File: config.mk
export PLATFORM = sky130hd
export DESIGN_NAME = smoothstep_fade_scale_tween
export DESIGN_NICKNAME = d
export VERILOG_FILES = /design/src/rtl/sst_pkg.sv /design/src/rtl/sst_ctrl.sv /design/src/rtl/sst_datapath.sv /design/src/rtl/smoothstep_fade_scale_tween.sv
export SDC_FILE = /design/constraint.sdc
export NUM_CORES = 1
export LEC_CHECK = 0
export BUFFER_PORTS_ARGS = -buffer_cell sky130_fd_sc_hd__buf_2
export CELL_PAD_IN_SITES_DETAIL_PLACEMENT = 1
export CELL_PAD_IN_SITES_GLOBAL_PLACEMENT = 2
export CORE_ASPECT_RATIO = 1.5
export CORE_MARGIN = 3
export CORE_UTILIZATION = 24
export DETAILED_ROUTE_END_ITERATION = 10
export HOLD_SLACK_MARGIN = 0.05
export PLACE_DENSITY = 0.54
export SLEW_MARGIN = 20
export SYNTH_ARGS = -nofsm -noshare
export SYNTH_HDL_FRONTEND = slang
export SYNTH_SLANG_ARGS = --single-unit
File: constraint.sdc
create_clock -name clk_i -period 15.2 [get_ports clk_i]
set_clock_uncertainty 0.2 [all_clocks]
set_input_delay 4.56 -clock clk_i [delete_from_list [all_inputs] [get_ports clk_i]]
set_output_delay 4.56 -clock clk_i [all_outputs]
set_load 0.02 [all_outputs]
File: src/rtl/sst_pkg.sv
// ----------------------------------------------------------------------------
// sst_pkg
// Shared constants, mode codes and controller/datapath interface types for the
// smoothstep fade/scale tween.
// ----------------------------------------------------------------------------
package sst_pkg;

  localparam int DURATION_BITS = 16;
  localparam int SCALE_BITS    = 16;
  localparam int ALPHA_W       = 16;
  localparam int FRAC_BITS     = 16;

  localparam int ELAP_W     = DURATION_BITS + 1;
  localparam int GAIN_W     = FRAC_BITS + 1;
  localparam int MUL_A_W    = GAIN_W;
  localparam int MUL_B_W    = FRAC_BITS + 2;
  localparam int PROD_W     = MUL_A_W + MUL_B_W;
  localparam int STEP_CNT_W = $clog2(FRAC_BITS);

  localparam logic [GAIN_W-1:0]  GAIN_ONE  = GAIN_W'(1) << FRAC_BITS;
  localparam logic [MUL_B_W-1:0] EASE_K    = MUL_B_W'(3) << FRAC_BITS;
  localparam logic [ALPHA_W-1:0] ALPHA_ONE = ALPHA_W'(1) << (ALPHA_W - 1);
  localparam logic [SCALE_BITS-1:0] SCALE_ONE = SCALE_BITS'(256);

  typedef logic [2:0] mode_t;
  localparam mode_t MODE_NONE      = 3'd0;
  localparam mode_t MODE_FADE_IN   = 3'd1;
  localparam mode_t MODE_SCALE_IN  = 3'd2;
  localparam mode_t MODE_FADE_OUT  = 3'd3;
  localparam mode_t MODE_SCALE_OUT = 3'd4;

  localparam logic KIND_START = 1'b0;
  localparam logic KIND_TICK  = 1'b1;

  typedef struct packed {
    logic accept;
    logic div_step;
    logic mul_t2;
    logic mul_ease;
    logic mul_value;
    logic update;
    logic out_load;
  } sst_cmd_t;

  typedef struct packed {
    logic kind;
    logic active;
    logic t_full;
  } sst_sts_t;

endpackage

File: src/rtl/sst_ctrl.sv
// ----------------------------------------------------------------------------
// sst_ctrl
// Sequencer: request handshake, divider step count, multiply schedule and
// output register valid.
// ----------------------------------------------------------------------------
module sst_ctrl import sst_pkg::*; (
  input  logic     clk_i,
  input  logic     rst_ni,
  input  logic     in_valid_i,
  output logic     in_stall_o,
  output logic     out_valid_o,
  input  logic     out_stall_i,
  input  sst_sts_t sts_i,
  output sst_cmd_t cmd_o
);

  localparam logic [2:0] ST_IDLE  = 3'd0;
  localparam logic [2:0] ST_DIV   = 3'd1;
  localparam logic [2:0] ST_MT2   = 3'd2;
  localparam logic [2:0] ST_MEASE = 3'd3;
  localparam logic [2:0] ST_MVAL  = 3'd4;
  localparam logic [2:0] ST_UPD   = 3'd5;
  localparam logic [2:0] ST_DONE  = 3'd6;

  logic [2:0]            state_q, state_d;
  logic [STEP_CNT_W-1:0] cnt_q, cnt_d;
  logic                  out_valid_q, out_valid_d;

  always_comb begin
    state_d     = state_q;
    cnt_d       = cnt_q;
    cmd_o       = '0;
    in_stall_o  = 1'b1;
    unique case (state_q)
      ST_IDLE: begin
        in_stall_o = 1'b0;
        if (in_valid_i) begin
          cmd_o.accept = 1'b1;
          cnt_d        = '0;
          if (sts_i.kind == KIND_START || !sts_i.active) begin
            state_d = ST_DONE;
          end else if (sts_i.t_full) begin
            state_d = ST_MT2;
          end else begin
            state_d = ST_DIV;
          end
        end
      end
      ST_DIV: begin
        cmd_o.div_step = 1'b1;
        cnt_d          = cnt_q + 1'b1;
        if (cnt_q == STEP_CNT_W'(FRAC_BITS - 1)) begin
          state_d = ST_MT2;
        end
      end
      ST_MT2: begin
        cmd_o.mul_t2 = 1'b1;
        state_d      = ST_MEASE;
      end
      ST_MEASE: begin
        cmd_o.mul_ease = 1'b1;
        state_d        = ST_MVAL;
      end
      ST_MVAL: begin
        cmd_o.mul_value = 1'b1;
        state_d         = ST_UPD;
      end
      ST_UPD: begin
        cmd_o.update = 1'b1;
        state_d      = ST_DONE;
      end
      ST_DONE: begin
        if (!out_valid_q || !out_stall_i) begin
          cmd_o.out_load = 1'b1;
          state_d        = ST_IDLE;
        end
      end
      default: begin
        state_d = ST_IDLE;
      end
    endcase
  end

  always_comb begin
    out_valid_d = out_valid_q && out_stall_i;
    if (cmd_o.out_load) begin
      out_valid_d = 1'b1;
    end
  end

  always_ff @(posedge clk_i or negedge rst_ni) begin
    if (!rst_ni) begin
      state_q     <= ST_IDLE;
      cnt_q       <= '0;
      out_valid_q <= 1'b0;
    end else begin
      state_q     <= state_d;
      cnt_q       <= cnt_d;
      out_valid_q <= out_valid_d;
    end
  end

  assign out_valid_o = out_valid_q;

endmodule

File: src/rtl/sst_datapath.sv
// ----------------------------------------------------------------------------
// sst_datapath
// Tween state, restoring divider for t, shared registered multiplier for the
// smoothstep and gain products, and the output register.
// ----------------------------------------------------------------------------
module sst_datapath import sst_pkg::*; (
  input  logic                  clk_i,
  input  logic                  rst_ni,
  input  logic                  kind_i,
  input  logic [2:0]            effect_i,
  input  logic [15:0]           duration_i,
  input  logic [15:0]           start_alpha_i,
  input  logic [15:0]           start_scale_i,
  input  sst_cmd_t              cmd_i,
  output sst_sts_t              sts_o,
  output logic [15:0]           alpha_out_o,
  output logic [15:0]           scale_out_o,
  output logic                  effect_active_o,
  output logic                  delete_pulse_o
);

  mode_t                     mode_q;
  logic [ELAP_W-1:0]         elapsed_q;
  logic [DURATION_BITS-1:0]  length_q;
  logic [ALPHA_W-1:0]        tgt_alpha_q, cur_alpha_q;
  logic [SCALE_BITS-1:0]     tgt_scale_q, cur_scale_q;
  logic                      del_q;

  logic [DURATION_BITS-1:0]  rem_q;
  logic [GAIN_W-1:0]         t_q;
  logic [PROD_W-1:0]         prod_q;

  logic [15:0]               alpha_oq, scale_oq;
  logic                      active_oq, del_oq;

  mode_t                     eff_sel;
  logic [DURATION_BITS-1:0]  dur, len_sel;
  logic [ALPHA_W-1:0]        a_sat;
  logic [SCALE_BITS-1:0]     s_in;
  logic                      t_full, is_fade, is_in;
  logic [DURATION_BITS:0]    rem_shift, rem_sub;
  logic                      rem_ge;
  logic [GAIN_W-1:0]         ease, gain;
  logic [MUL_A_W-1:0]        mul_a;
  logic [MUL_B_W-1:0]        mul_b;
  logic [PROD_W-1:0]         mul_p;
  logic [15:0]               value;
  logic [ELAP_W-1:0]         elapsed_n;

  assign t_full  = elapsed_q >= ELAP_W'(length_q);
  assign is_fade = (mode_q == MODE_FADE_IN) || (mode_q == MODE_FADE_OUT);
  assign is_in   = (mode_q == MODE_FADE_IN) || (mode_q == MODE_SCALE_IN);

  assign sts_o.kind   = kind_i;
  assign sts_o.active = mode_q != MODE_NONE;
  assign sts_o.t_full = t_full;

  assign eff_sel = (effect_i > MODE_SCALE_OUT) ? MODE_NONE : effect_i;
  assign dur     = duration_i[DURATION_BITS-1:0];
  assign len_sel = (dur == '0) ? DURATION_BITS'(1) : dur;
  assign a_sat   = (start_alpha_i > ALPHA_ONE) ? ALPHA_ONE : start_alpha_i;
  assign s_in    = start_scale_i[SCALE_BITS-1:0];

  assign rem_shift = {rem_q, 1'b0};
  assign rem_ge    = rem_shift >= {1'b0, length_q};
  assign rem_sub   = rem_shift - {1'b0, length_q};

  assign ease = prod_q[FRAC_BITS +: GAIN_W];
  assign gain = is_in ? ease : (GAIN_ONE - ease);

  always_comb begin
    mul_a = '0;
    mul_b = '0;
    if (cmd_i.mul_t2) begin
      mul_a = t_q;
      mul_b = MUL_B_W'(t_q);
    end else if (cmd_i.mul_ease) begin
      mul_a = prod_q[FRAC_BITS +: GAIN_W];
      mul_b = EASE_K - MUL_B_W'({t_q, 1'b0});
    end else if (cmd_i.mul_value) begin
      mul_a = gain;
      mul_b = is_fade ? MUL_B_W'(tgt_alpha_q) : MUL_B_W'(tgt_scale_q);
    end
  end

  assign mul_p     = PROD_W'(mul_a) * PROD_W'(mul_b);
  assign value     = prod_q[FRAC_BITS +: 16];
  assign elapsed_n = elapsed_q + 1'b1;

  always_ff @(posedge clk_i or negedge rst_ni) begin
    if (!rst_ni) begin
      mode_q      <= MODE_NONE;
      elapsed_q   <= '0;
      length_q    <= DURATION_BITS'(1);
      tgt_alpha_q <= ALPHA_ONE;
      tgt_scale_q <= SCALE_ONE;
      cur_alpha_q <= ALPHA_ONE;
      cur_scale_q <= SCALE_ONE;
      del_q       <= 1'b0;
    end else if (cmd_i.accept) begin
      del_q <= 1'b0;
      if (kind_i == KIND_START) begin
        mode_q      <= eff_sel;
        elapsed_q   <= '0;
        length_q    <= len_sel;
        tgt_alpha_q <= a_sat;
        tgt_scale_q <= s_in;
        cur_alpha_q <= (eff_sel == MODE_FADE_IN) ? '0 : a_sat;
        cur_scale_q <= (eff_sel == MODE_SCALE_IN) ? '0 : s_in;
      end
    end else if (cmd_i.update) begin
      elapsed_q <= elapsed_n;
      if (elapsed_n > ELAP_W'(length_q)) begin
        mode_q <= MODE_NONE;
        del_q  <= !is_in;
        unique case (mode_q)
          MODE_FADE_IN:  cur_alpha_q <= tgt_alpha_q;
          MODE_SCALE_IN: cur_scale_q <= tgt_scale_q;
          MODE_FADE_OUT: cur_alpha_q <= '0;
          default:       cur_scale_q <= '0;
        endcase
      end else if (is_fade) begin
        cur_alpha_q <= value[ALPHA_W-1:0];
      end else begin
        cur_scale_q <= value[SCALE_BITS-1:0];
      end
    end
  end

  always_ff @(posedge clk_i) begin
    if (cmd_i.accept) begin
      rem_q <= elapsed_q[DURATION_BITS-1:0];
      t_q   <= t_full ? GAIN_ONE : '0;
    end else if (cmd_i.div_step) begin
      rem_q <= rem_ge ? rem_sub[DURATION_BITS-1:0] : rem_shift[DURATION_BITS-1:0];
      t_q   <= {t_q[GAIN_W-2:0], rem_ge};
    end
    if (cmd_i.mul_t2 || cmd_i.mul_ease || cmd_i.mul_value) begin
      prod_q <= mul_p;
    end
    if (cmd_i.out_load) begin
      alpha_oq  <= 16'(cur_alpha_q);
      scale_oq  <= 16'(cur_scale_q);
      active_oq <= mode_q != MODE_NONE;
      del_oq    <= del_q;
    end
  end

  assign alpha_out_o     = alpha_oq;
  assign scale_out_o     = scale_oq;
  assign effect_active_o = active_oq;
  assign delete_pulse_o  = del_oq;

endmodule

File: src/rtl/smoothstep_fade_scale_tween.sv
// ----------------------------------------------------------------------------
// smoothstep_fade_scale_tween
// Smoothstep-eased fade and scale tween for one sprite's alpha and scale.
// ----------------------------------------------------------------------------
// Input channel (in_valid_i / in_stall_o) carries one request: a start
// (kind 0: effect, duration, start alpha/scale) or a frame tick (kind 1).
// Output channel (out_valid_o / out_stall_i) returns exactly one result per
// request: current alpha (Q1.15), scale (Q8.8), active flag, delete pulse.
// One request is in flight at a time; in_stall_o is high while it is worked.
// A start or an idle tick goes straight to the output load. A tick with t
// clamped to one makes three passes through one shared registered
// multiplier, then the state update and the output load; any other tick
// first runs the restoring divider for t (one quotient bit a cycle).
// A new request is taken only once the last result is loaded into the
// output register.
// A finished result sits in the output register; while out_stall_i holds it,
// the next request can be accepted and worked, and its result waits until
// the register frees up. Reset clears the output valid, drops any effect and
// restores full alpha, unit scale and a length of one.
// ----------------------------------------------------------------------------
module smoothstep_fade_scale_tween import sst_pkg::*; (
  input  logic        clk_i,
  input  logic        rst_ni,
  input  logic        in_valid_i,
  output logic        in_stall_o,
  input  logic        kind_i,
  input  logic [2:0]  effect_i,
  input  logic [15:0] duration_i,
  input  logic [15:0] start_alpha_i,
  input  logic [15:0] start_scale_i,
  output logic        out_valid_o,
  input  logic        out_stall_i,
  output logic [15:0] alpha_out_o,
  output logic [15:0] scale_out_o,
  output logic        effect_active_o,
  output logic        delete_pulse_o
);

  sst_cmd_t cmd;
  sst_sts_t sts;

  sst_ctrl u_ctrl (
    .clk_i       (clk_i),
    .rst_ni      (rst_ni),
    .in_valid_i  (in_valid_i),
    .in_stall_o  (in_stall_o),
    .out_valid_o (out_valid_o),
    .out_stall_i (out_stall_i),
    .sts_i       (sts),
    .cmd_o       (cmd)
  );

  sst_datapath u_dp (
    .clk_i           (clk_i),
    .rst_ni          (rst_ni),
    .kind_i          (kind_i),
    .effect_i        (effect_i),
    .duration_i      (duration_i),
    .start_alpha_i   (start_alpha_i),
    .start_scale_i   (start_scale_i),
    .cmd_i           (cmd),
    .sts_o           (sts),
    .alpha_out_o     (alpha_out_o),
    .scale_out_o     (scale_out_o),
    .effect_active_o (effect_active_o),
    .delete_pulse_o  (delete_pulse_o)
  );

endmodule

==> run_results.csv, run 1 <==
group,metric,value,unit
run_status,status,"complete, no violations",
clocking,cts_max_path_buffers,2,
cells_and_area,nNetsFinal,2788,
clocking,cts_setup_buffers,0,
grt,antenna_found_initial,0,
grt,grt_pass1_vias,18800,
cells_and_area,final_layout_size_suffix_gt1_share,9.96,%
die,dieHeight,364,um
detailed_routing,wl_per_cell,23.4,um
min_path,hold_path_class,"reg2reg",
cells_and_area,antenna-diode-count,0,
die,placementRows,130,
grt,gr-usage-all-layers,18.6,%
sta,tns,0,ns
setup_path,critPathArrivalTime,9.55,ns
cells_and_area,most-common-layout-cells,"431 x nand2_1, 362 x inv_1, 237 x fa_1",
sta,clock.fmax,105,MHz
clocking,clk_latency,0.49,ns
sta,max_slew_margin,18.7,%
detailed_routing,ant_nets,0,
setup_path,critPathLaunchType,"register",
cells_and_area,layout_commonest_cell,"nand2_1",
yosys,synthesis.nets,2719,
grt,grt_remaining_overflow,0,
yosys,ys_warn_count,0,
detailed_routing,firstDrtPassIters,8,
die,io_pins,92,
setup_path,critical_path_class,"reg2reg",
placed_design,place_ws,5.56,ns
die,initial_core_util,24.3,%
die,die-area,89000,um2
yosys,synthFlopType,"dfrtp_1",
detailed_routing,vias,16500,
flow_run,cap_violations,0,
clocking,cts_root_buf,"clkbuf_16",
placed_design,io_buffers,91,
grt,grt_max_degree,72,
yosys,ys_ff_latch,193,
sta,tightest_slew,1.22,ns
sta,rsz0062_at_grt,"no",
cells_and_area,area_growth_syn_to_layout,12.7,%
placed_design,dp_hpwl,64200,um
sta,slew_viol_final,0,
clocking,cts_sinks,193,
setup_path,cp_data_required_time,15.24,ns
setup_path,crit_path_max_fanout,21,
sta,period_share,62.6,%
detailed_routing,via_per_inst,4.73,
yosys,synthesis.area,20500,um2
sta,setup_ws,5.69,ns
yosys,syn_area_per_cell,8.99,um2
setup_path,endpoint_kind,"register",
die,core,84300,um2
sta,holdWs,0.253,ns
yosys,async_flop_share,56.5,%
detailed_routing,drt_iter0_drc,707,
clocking,path_clk_slew,0.09,ns
sta,setup_viol,0,
yosys,seq_area_frac_synth,25.7,%
placed_design,place.gp.congestion,0.830,
yosys,ys_types,78,
clocking,postCtsResizedCells,0,
detailed_routing,drc,0,
sta,period_needed,9.51,ns
sta,hold_viol_final,0,
detailed_routing,drt_wl_total,81500,um
clocking,cts_max_level,4,
yosys,synth-edff-count,84,
die,die_x,245,um
clocking,numCtsBuffers,17,
clocking,hold_buffers,0,
yosys,syn_inst,2278,
clocking,cts_tree,"built",
grt,grt_pass1_wl,122000,um
## Yosys cell counts, types with 4 or more instances
cell type  count  area share [%]
nand2_1      431             7.9
inv_1        362             6.6
fa_1         237              23
ha_1         148             9.0
nor2_1       146             2.7
dfrtp_1      104              13
edfxtp_1      84              12
a21oi_1       66             1.6
o21ai_0       65             1.6
and2_1        63             1.9
clkbuf_1      63             1.2
mux2i_1       49             2.4
xnor2_1       49             2.1
nand3_1       33            0.81
xor2_1        24             1.0
nor4_1        23            0.70
o21ai_1       21            0.51
nor3_1        20            0.49
a21o_1        19            0.70
buf_2         17            0.42
a211oi_1      16            0.59
a22oi_1       16            0.59
o22ai_1       16            0.49
a222oi_1      15            0.73
nand4_1       14            0.43
nand2b_1      13            0.40
nand2_2       10            0.31
nor2b_1        9            0.27
o21a_1         9            0.33
o31ai_1        9            0.33
a211o_1        8            0.34
a31oi_1        8            0.24
buf_1          8            0.15
or3_1          8            0.24
nand3b_1       6            0.22
nor3b_1        6            0.22
or2_2          6            0.18
a21boi_0       5            0.18
dfstp_2        5            0.64
a41oi_1        4            0.17
and3_1         4            0.12
## worst max-delay path, cell delays in order, from the launching register on
cell      delay [ns]
dfrtp_1         0.53
nand2b_1        0.70
nor2_1          0.26
nor2_1          0.68
o21ai_0         0.25
xnor2_1         0.29
a211o_1         0.56
nor2_1          0.15
fa_1            0.54
inv_1           0.06
fa_1            0.58
fa_1            0.44
fa_1            0.49
inv_1           0.05
fa_1            0.53
inv_1           0.05
fa_1            0.57
inv_1           0.06
ha_1            0.29
nand3_1         0.10
o22ai_1         0.36
nor3_1          0.08
a21oi_1         0.16
buf_4           0.17
nor2_1          0.14
o41ai_2         0.58
a41oi_1         0.21
xnor2_1         0.17
## sequential cells by signal, summed over array words and instances (netlist names), 3 cells and up
signal	cells
u_ctrl.cnt_q	4
u_dp.elapsed_q	17
u_dp.cur_scale_q	16
u_ctrl.state_q	3
u_dp.tgt_scale_q	16
u_dp.length_q	16
u_dp.scale_out_o	16
u_dp.tgt_alpha_q	16
u_dp.t_q	17
u_dp.mode_q	3
u_dp.rem_q	16
u_dp.cur_alpha_q	16
u_dp.alpha_out_o	16
u_dp.prod_q	17
## routing by layer
metal / share of wire [%] / GRT usage [%] / up-vias
li1: - / - / 7527
met1: 39 / 20.4 / 8608
met2: 55 / 36.4 / 237
met3: 1.7 / 1.24 / 96
met4: 4.3 / 8.10 / 0
met5: 0 / 0 / -
## metrics by stage
step                      utilization (%)  area [um2]  cells
after floorplan                         -       20500   2278
after global placement               26.6       22500   3450
after detailed placement             26.7       22500   3450
after CTS                            27.4       23100   3482
after global routing                 27.4       23100   3482
final                                27.4       23100   3482
## layout make-up
cell class	instances	area [um2]
flip-flops and latches	193	5260
clock buffers	17	425
inverters	362	1360
repair buffers	143	848
clock inverters	15	194
multi-input cells	1630	13600
well taps	1122	1400
fillers	9898	61200
## path summary, 6_finish.rpt
| path | start | end | slack, ns | depth (start not counted) |
|---|---|---|---|---|
| setup / recovery | u_ctrl.state_q[1] | u_dp.prod_q[29] | 5.69 | 27 |
| hold / removal | u_dp.cur_scale_q[5] | u_dp.scale_out_o[5] | 0.25 | 0 |
| setup reg to reg | u_ctrl.state_q[1] | u_dp.prod_q[29] | 5.69 | 27 |
| hold reg to reg | u_dp.cur_scale_q[5] | u_dp.scale_out_o[5] | 0.25 | 0 |
| max in group asynchronous | rst_ni | u_dp.tgt_scale_q[10] | 9.47 | 2 |
| min in group asynchronous | rst_ni | u_dp.elapsed_q[3] | 3.92 | 1 |
## logic make-up after synthesis
| group | count (synthesis) | share of synthesized area, % |
|---|---|---|
| XOR/XNOR | 73 | 3.12 |
| AND/OR/NAND/NOR | 809 | 17.8 |
| multiplexers | 52 | 2.57 |
| flip-flops | 193 | 25.7 |
| adder cells (fa/ha/maj) | 385 | 32.2 |
| AO/OA/AOI/OAI | 311 | 10.1 |
| buffers and inverters | 455 | 8.59 |
Power of run 1 is not shown: default switching activity piles up to over one toggle a cycle in this logic, so the estimate is an artifact.
==> run 2, diff against run 1 <==
==> constraint.sdc (replaced) <==
create_clock -name clk_i -period 8.8 [get_ports clk_i]
set_clock_uncertainty 0.2 [all_clocks]
set_input_delay 2.64 -clock clk_i [delete_from_list [all_inputs] [get_ports clk_i]]
set_output_delay 2.64 -clock clk_i [all_outputs]
set_load 0.02 [all_outputs]
==> run_results.csv, run 2 (synthesis gave the netlist of run 1 again) <==
group,metric,value,unit
run_status,status,"complete, no violations",
clocking,hold_buffers,0,
setup_path,path_buf_inv,6,
placed_design,dp_hpwl,64800,um
setup_path,critical_path.top_delay_family,"adder cells",
grt,grt_pass1_vias,18700,
setup_path,cpPeakStageDelay,0.55,ns
placed_design,io_buffers,91,
setup_path,worst_path_most_repeated_cell,"fa_1",
grt,antenna_found_initial,0,
sta,period_needed,8.39,ns
placed_design,place_area,22800,um2
clocking,clk_latency,0.48,ns
die,io_pins,92,
clocking,cts_sinks,193,
detailed_routing,drc,0,
sta,tightest_slew,1.03,ns
cells_and_area,final_layout_size_suffix_gt1_share,11.8,%
cells_and_area,nNetsFinal,2836,
setup_path,critPathLaunchType,"register",
setup_path,critPathArrivalTime,8.41,ns
detailed_routing,drt_iter0_drc,847,
cells_and_area,reg_top3,"u_dp.elapsed_q (17), u_dp.prod_q (17), u_dp.t_q (17)",
die,dieHeight,364,um
setup_path,cp_data_required_time,8.82,ns
die,die-area,89000,um2
grt,grt_pass1_wl,121000,um
cells_and_area,antenna-diode-count,0,
setup_path,cp-startpoint,"u_dp.t_q[1]",
detailed_routing,drt_wl_total,79300,um
die,core,84300,um2
min_path,worstHoldPathCells,0,
setup_path,rr_startpoint,"u_dp.t_q[1]",
cells_and_area,stdcell_area,23400,um2
setup_path,crit_path_max_fanout,9,
flow_run,cap_violations,0,
sta,rsz0062_at_grt,"yes",
die,placementRows,130,
clocking,cts_max_path_buffers,2,
grt,gr-usage-all-layers,18.2,%
detailed_routing,firstDrtPassIters,6,
sta,slew_viol_final,0,
detailed_routing,vias,16500,
die,die_x,245,um
detailed_routing,wl_per_cell,22.5,um
min_path,hold_path_class,"reg2reg",
sta,hold_viol_final,0,
grt,grt_remaining_overflow,0,
placed_design,place.gp.congestion,0.851,
setup_path,ff2ff_setup_slack,0.41,ns
cells_and_area,area_growth_syn_to_layout,14.4,%
cells_and_area,layout_commonest_cell,"nand2_1",
detailed_routing,wl_met3,1500,um
setup_path,critical_path_class,"reg2reg",
clocking,numCtsBuffers,17,
clocking,cts_max_level,4,
setup_path,critPathSlowestCell,"or4_4",
clocking,cts_tree,"built",
die,initial_core_util,24.3,%
setup_path,reg2reg_to,"u_dp.prod_q[28]",
sta,clock.fmax,119,MHz
sta,period_share,95.3,%
detailed_routing,ant_nets,0,
sta,max_slew_margin,30.4,%
min_path,worstHoldStart,"u_dp.cur_scale_q[15]",
grt,grt_max_degree,72,
detailed_routing,routedLengthMet1,30800,um
detailed_routing,via_per_inst,4.68,
setup_path,endpoint_kind,"register",
clocking,path_clk_slew,0.08,ns
clocking,cts_root_buf,"clkbuf_16",
cells_and_area,most-common-layout-cells,"431 x nand2_1, 362 x inv_1, 237 x fa_1",
detailed_routing,routed.top_layer,"met4",
detailed_routing,wl_met2,44800,um
sta,setup_viol,0,
min_path,hold_end,"u_dp.scale_out_o[15]",
setup_path,rr_worst_depth,28,
## run 2: worst max path at each step
stage,to,slack (ns),cells after the start
CTS,u_dp.prod_q[28],0.10,29
detailed placement,u_dp.prod_q[29],0.03,28
global placement,u_dp.prod_q[29],0.02,28
finish,u_dp.prod_q[28],0.41,28
global route,u_dp.prod_q[31],-0.002,28
floorplan,u_dp.prod_q[28],0.59,31
## run 2: stage by stage
stage               util (%)  hold WS [ns]  std cells  setup TNS (ns)  worst slack, ns
global route            27.8         0.263       3530        -0.00154         -0.00154
floorplan                  -         0.225       2278               0            0.594
finish                  27.8         0.253       3530               0            0.411
detailed placement      27.0         0.234       3493               0           0.0259
CTS                     27.7         0.254       3525               0            0.103
global placement        27.0         0.233       3493               0           0.0173
## run 2: routing by layer
layer	up-vias	global-route usage (%)
li1	7614	-
met1	8540	20.1
met2	287	36.4
met3	87	1.38
met4	0	5.34
met5	-	0
## run 2: final cells by class
class	count	area (um2)
fillers	9917	60800
inverters	362	1360
well taps	1122	1400
repair buffers	191	1220
multi-input cells	1630	13600
clock inverters	14	168
clock buffers	18	439
flip-flops and latches	193	5260
## run 2: worst register-to-register path: cells and delay by family, from the launching register on
kind,cells,cell delay (ns)
AOI/OAI and AO/OA,8,1.83
DFF,1,0.46
xor gates and xnor gates,2,0.30
adders and majority gates,7,3.25
muxes,1,0.10
and+or+nand+nor,4,1.45
buffers and inverters,6,0.53
## run 2: what timing repair did
item                                    in CTS  in global routing
resized for setup                            1                  8
pin swaps                                    0                  1
buffers inserted                             0                  5
endpoints found under the setup margin       2                  7
Power of run 2 is left out for the same reason.
==> run 3, diff against run 2 <==
--- a/config.mk
+++ b/config.mk
@@ -6,12 +6,13 @@
 export NUM_CORES = 1
 export LEC_CHECK = 0
 export BUFFER_PORTS_ARGS = -buffer_cell sky130_fd_sc_hd__buf_2
-export CELL_PAD_IN_SITES_DETAIL_PLACEMENT = 1
+export CELL_PAD_IN_SITES_DETAIL_PLACEMENT = 2
 export CELL_PAD_IN_SITES_GLOBAL_PLACEMENT = 2
 export CORE_ASPECT_RATIO = 1.5
 export CORE_MARGIN = 3
 export CORE_UTILIZATION = 24
 export DETAILED_ROUTE_END_ITERATION = 10
+export GPL_ROUTABILITY_DRIVEN = 1
 export HOLD_SLACK_MARGIN = 0.05
 export PLACE_DENSITY = 0.54
 export SLEW_MARGIN = 20
==> run_results.csv, run 3 (synthesis gave the netlist of run 1 again) <==
group,metric,value,unit
run_status,status,"complete, no violations",
placed_design,place_ws,-0.0571,ns
sta,setup_viol,0,
die,core,84300,um2
clocking,cts_max_path_buffers,2,
cells_and_area,utilization,27.8,%
cells_and_area,most-common-layout-cells,"431 x nand2_1, 362 x inv_1, 236 x fa_1",
detailed_routing,drc,0,
grt,grt_pass1_vias,19600,
min_path,worstHoldPathCells,0,
min_path,hold_path_class,"reg2reg",
cells_and_area,layout.cells.non_filler,3530,
clocking,clk_latency,0.48,ns
detailed_routing,drt_iter0_drc,751,
die,die-area,89000,um2
sta,holdWs,0.253,ns
placed_design,place.gp.congestion,0.851,
die,placementRows,130,
placed_design,dp_hpwl,67700,um
sta,hold_viol_final,0,
die,io_pins,92,
cells_and_area,final_layout_size_suffix_gt1_share,11.8,%
sta,setup_ws,0.368,ns
setup_path,ff2ff_setup_slack,0.37,ns
placed_design,dp.cells,3493,
clocking,cts_sinks,193,
grt,antenna_found_initial,1,
setup_path,endpoint_kind,"register",
cells_and_area,nNetsFinal,2836,
grt,grt_max_degree,72,
die,initial_core_util,24.3,%
setup_path,rr_worst_depth,26,
die,dieHeight,364,um
sta,max_slew_margin,33.6,%
detailed_routing,firstDrtPassIters,8,
setup_path,critPathLaunchType,"register",
grt,grt_pass1_wl,125000,um
grt,grt_remaining_overflow,0,
die,die_x,245,um
detailed_routing,wl_per_cell,23.3,um
sta,period_share,95.8,%
cells_and_area,layout_commonest_cell,"nand2_1",
clocking,cts_max_level,4,
clocking,hold_buffers,0,
clocking,path_clk_slew,0.09,ns
detailed_routing,ant_nets,0,
cells_and_area,reg_top3,"u_dp.elapsed_q (17), u_dp.prod_q (17), u_dp.t_q (17)",
setup_path,crit_path_max_fanout,9,
sta,period_needed,8.43,ns
setup_path,cp_data_required_time,8.83,ns
clocking,cts_root_buf,"clkbuf_16",
sta,rsz0062_at_grt,"no",
cells_and_area,antenna-diode-count,0,
detailed_routing,vias,16800,
cells_and_area,area_growth_syn_to_layout,14.3,%
setup_path,critical_path_class,"reg2reg",
clocking,cts_tree,"built",
clocking,numCtsBuffers,17,
setup_path,critPathArrivalTime,8.46,ns
sta,tightest_slew,0.988,ns
placed_design,io_buffers,91,
grt,gr-usage-all-layers,18.8,%
detailed_routing,drt_wl_total,82400,um
detailed_routing,via_per_inst,4.76,
sta,clock.fmax,119,MHz
sta,slew_viol_final,0,
flow_run,cap_violations,0,
## run 3: cell count changes in the layout (fill, tap and decap cells not counted), sizes merged
cell / delta
clkinv: +2
bufinv: -1
clkinvlp: -1
## run 3: timing repair
item,in CTS,in global routing
pin swaps,0,1
gates resized for setup,1,11
hold endpoints to repair,0,0
endpoints found under the setup margin,4,8
setup buffers,0,5
## run 3: metal layers
metal | global-route usage, % | up-vias | wire [um] | part of all wire [%]
met4 | 6.63 | 0 | 3050 | 3.7
met2 | 37.7 | 252 | 46100 | 56
li1 | - | 7609 | - | -
met1 | 20.3 | 8835 | 31700 | 38
met5 | 0 | - | 0 | 0
met3 | 1.53 | 96 | 1520 | 1.8
## run 3: metrics by stage
stage	setup TNS, ns	area [um2]
floorplan	0	20500
global placement	0	22800
detailed placement	-0.120	22800
CTS	0	23300
global route	0	23400
finish	0	23400
## run 3: worst max-delay path, cell delays in order (launching register included)
cell,delay (ns)
edfxtp_1,0.45
or4_4,0.59
or3_4,0.38
or4_1,0.42
xor2_1,0.16
mux2i_1,0.11
o22ai_2,0.21
buf_6,0.18
buf_4,0.22
nand2_2,0.08
fa_1,0.54
inv_1,0.06
fa_1,0.49
fa_1,0.59
fa_1,0.44
fa_1,0.50
inv_1,0.05
fa_1,0.48
inv_1,0.05
ha_1,0.35
a21o_1,0.19
a21o_1,0.19
a21o_1,0.18
a221o_1,0.42
a221oi_4,0.34
o21ai_0,0.16
xor2_1,0.16
## run 3: cell type report
class	count	area (um2)
repair buffers	191	1230
well taps	1122	1400
multi-input cells	1630	13600
fillers	9707	60800
flip-flops and latches	193	5260
inverters	362	1360
clock buffers	18	429
clock inverters	14	141
## run 3: worst paths after layout
| check | start | end |
|---|---|---|
| max reg2reg | u_dp.t_q[3] | u_dp.prod_q[28] |
| max in group asynchronous | rst_ni | u_dp.tgt_scale_q[13] |
| min | u_dp.cur_scale_q[15] | u_dp.scale_out_o[15] |
| min reg2reg | u_dp.cur_scale_q[15] | u_dp.scale_out_o[15] |
| max | u_dp.t_q[3] | u_dp.prod_q[28] |
| min in group asynchronous | rst_ni | u_dp.length_q[6] |
Power of run 3 is left out for the same reason.
